<file path="config.mk">
export PLATFORM = sky130hd
export DESIGN_NAME = pwma_mul
export DESIGN_NICKNAME = d
export VERILOG_FILES = /design/src/hw/rtl/pwma_mul.sv
export SDC_FILE = /design/constraint.sdc
export NUM_CORES = 2
export LEC_CHECK = 0
export BUFFER_PORTS_ARGS = -buffer_cell sky130_fd_sc_hd__buf_4
export CORE_MARGIN = 2
export CORE_UTILIZATION = 50
export CTS_BUF_LIST = sky130_fd_sc_hd__clkbuf_2
export CTS_CLUSTER_SIZE = 24
export DETAILED_ROUTE_END_ITERATION = 6
export PLACE_DENSITY = 0.71
export SYNTH_ARGS = -nofsm -noshare
export SYNTH_HDL_FRONTEND = slang
export SYNTH_SLANG_ARGS = --single-unit
</file>
<file path="constraint.sdc">
create_clock -name clock -period 12.85 [get_ports clock]
set_clock_uncertainty 0.2 [all_clocks]
set_input_delay 0.6425 -clock clock [delete_from_list [all_inputs] [get_ports clock]]
set_output_delay 0.6425 -clock clock [all_outputs]
set_load 0.005 [all_outputs]
</file>
<file path="src/hw/rtl/pwma_mul.sv">
module pwma_mul #(
   parameter int A_W = 48,
   parameter int B_W = 25
) (
   input  logic                 clock,
   input  logic [A_W-1:0]       mul_a,
   input  logic [B_W-1:0]       mul_b,
   output logic [A_W+B_W-1:0]   mul_prod
);

   logic [A_W+B_W-1:0] prod_in;
   logic [A_W+B_W-1:0] prod_ff;

   // product registered before anything else uses it
   assign prod_in = (A_W + B_W)'(mul_a) * (A_W + B_W)'(mul_b);

   always_ff @(posedge clock) begin
      prod_ff <= prod_in;
   end

   assign mul_prod = prod_ff;

endmodule

</file>
==> reports/metrics.yaml <==
status: "completed"
startpoint: "mul_b[10]"
drive_gt1_frac: 0.0426
fin_crit_ps: 8490
yosys.area.top_type: "fa_1"
drv_cap: 0
die_area_um2: 79600
fin_crit_sh: 0.661
path_class: "primary input to flip-flop"
ys.flop_type: "dfxtp_1"
overflow: 0
synth_cell_type_count: 53
finalSetupViolCount: 0
cpMostUsedCell: "fa_1"
crit_chain: "buf_4, nand2_1, fa_1, fa_1, inv_1, fa_1, inv_1, fa_1, inv_1, fa_1, fa_1, inv_1, fa_1, inv_1, ha_1, nand2_1, or3_1, o221ai_2, a31oi_1, o311ai_0, a21o_1, nand2_1, o21ai_0, xor2_1"
routed_wl_mm: 111
tightest_slew_ps: 1090
final_max_slew_viol_count: 0
largest_register_ffs: 73
drt_first_pass_iters: 7
critPathTopFamily: "adder cells"
numCtsBuffers: 9
setup_tns_ps: 0
clock-sinks: 73
mostFrequentLayoutCells: "fa_1 (1055), inv_1 (1015), nand2_1 (779)"
diodes: 0
cp-end-kind: "flip-flop"
synthesis.area_um2: 38700
post_drt_via_cell_ratio: 5.52
cp_data_required_time_ps: 13200
antenna_found_initial: 3
vias: 28900
grtUsageTotal: 0.292
grt_pass1_wl_mm: 176
rsz0062_at_grt: "no"
areaGrowthSynthToFinish_pct: 4.30
start_util: 0.507
syn_area_per_cell_um2: 9.03
async_flop_share: 0
clk_pin_slew_worst_paths_ps: 260
synth_edf_count: 0
place_congestion: 0.919
hold_path.startpoint: "mul_a[0]"
hold_buffers: 0
arrival_ps: 8840
slew_headroom: 0.263
drc_errors: 0
die_width_um: 282
cts.htree.levels: 3
dp.final_hpwl_mm: 80.4
postCtsSetupRepairBufs: 0
grt_pass1_vias: 31400
wl_per_cell_um: 21.3
cp_max_fo: 48
crit_path_top_delay_cell: "o311ai_0"
cts_root_buffer: "clkbuf_2"
cts.path.max_buffers: 2
placed_cells: 5215
yosys_register_bits: 73
hp-class: "primary input to flip-flop"
netlist_top_cells_area: "fa_1 (55%), inv_1 (9.9%), and2_1 (7.9%)"
nets: 5533
final.fill_count: 6977
cp_num_buf_inv: 6
port_buffers: 146
grt_max_degree: 49
slowest_delay_ps: 1000
fmax_mhz: 118
synth_top_area_frac: 0.546
cts_resized: 0
fin_cells: 5231
dr.first_iter.drc_count: 2339
std_cell_rows: 101
cts_tree: "yes"
die_y_um: 282
final_hold_viol_count: 0
syn_inst: 4283
ant_nets: 0
final_common_cell: "fa_1"
yosysSeqAreaShare: 0.0378
syn_nets: 5620
yosysWarnings: 0
io_pins: 147
core_um2: 76200
start_kind: "primary input"
==> cell usage after synthesis (2+ instances only) <==
cell type	instances
a31oi_1	9
and3_1	8
o41ai_2	2
ha_1	208
a21o_1	35
a21boi_0	3
a221oi_1	3
nand3_1	10
o21bai_1	16
nand4_1	22
or2_2	3
o211ai_1	3
a2111oi_0	3
a21oi_1	91
dfxtp_1	73
nor3_1	8
nor2_1	39
xor2_1	30
o41ai_4	2
fa_1	1055
and4_1	2
a21oi_2	2
nor3b_1	2
inv_1	1015
nor2b_1	4
xnor2_1	41
o31a_1	2
nand2_1	779
o21a_1	2
clkbuf_1	245
and2_1	490
nand2b_1	3
a211oi_1	4
o21ai_0	37
o31ai_1	8
o221ai_1	2
or3_1	4
o21ai_1	3
==> per-stage QoR <==
step	setup slack, ps	hold slack (ps)	instance area [um^2]	util
2_1_floorplan	5300	564	38700	-
4_1_cts	4670	198	40300	0.529
5_1_grt	4240	237	40300	0.529
6_report	4360	344	40300	0.529
3_5_place_dp	3940	821	40100	0.527
3_3_place_gp	3980	821	40100	0.527
==> final cells by class <==
type	instances	area, um^2	area share
well taps	1030	1290	0.0320
inverters	1015	3810	0.0945
multi-input cells	2949	32500	0.805
clock buffers	10	50.0	0.00124
flip-flops and latches	73	1460	0.0362
clock inverters	6	138	0.00341
repair buffers	148	1110	0.0275
==> metal layers <==
layer  wire length, um  track usage  up-vias
met2             55600        0.500     1540
li1                  -            -    12100
met5                12            0        -
met1             39300        0.360    14900
met3              9590       0.0442      401
met4              6830        0.149        2
==> kinds of logic after synthesis <==
family                   count (synthesis)  synth area share
AO/OA/AOI/OAI                          238            0.0406
XOR/XNOR                                71            0.0161
adder cells (fa/ha/maj)               1263             0.614
buffers and inverters                 1261             0.122
flip-flops                              73            0.0378
AND/OR/NAND/NOR                       1377             0.170
==> path summary, 6_finish.rpt <==
| path | to | cells after the start |
|---|---|---|
| worst max-delay path | mul_prod[70] | 24 |
| worst min-delay path | mul_prod[0] | 2 |
Power is not shown: default switching activity piles up to over one toggle a cycle in this logic, so the estimate is an artifact.
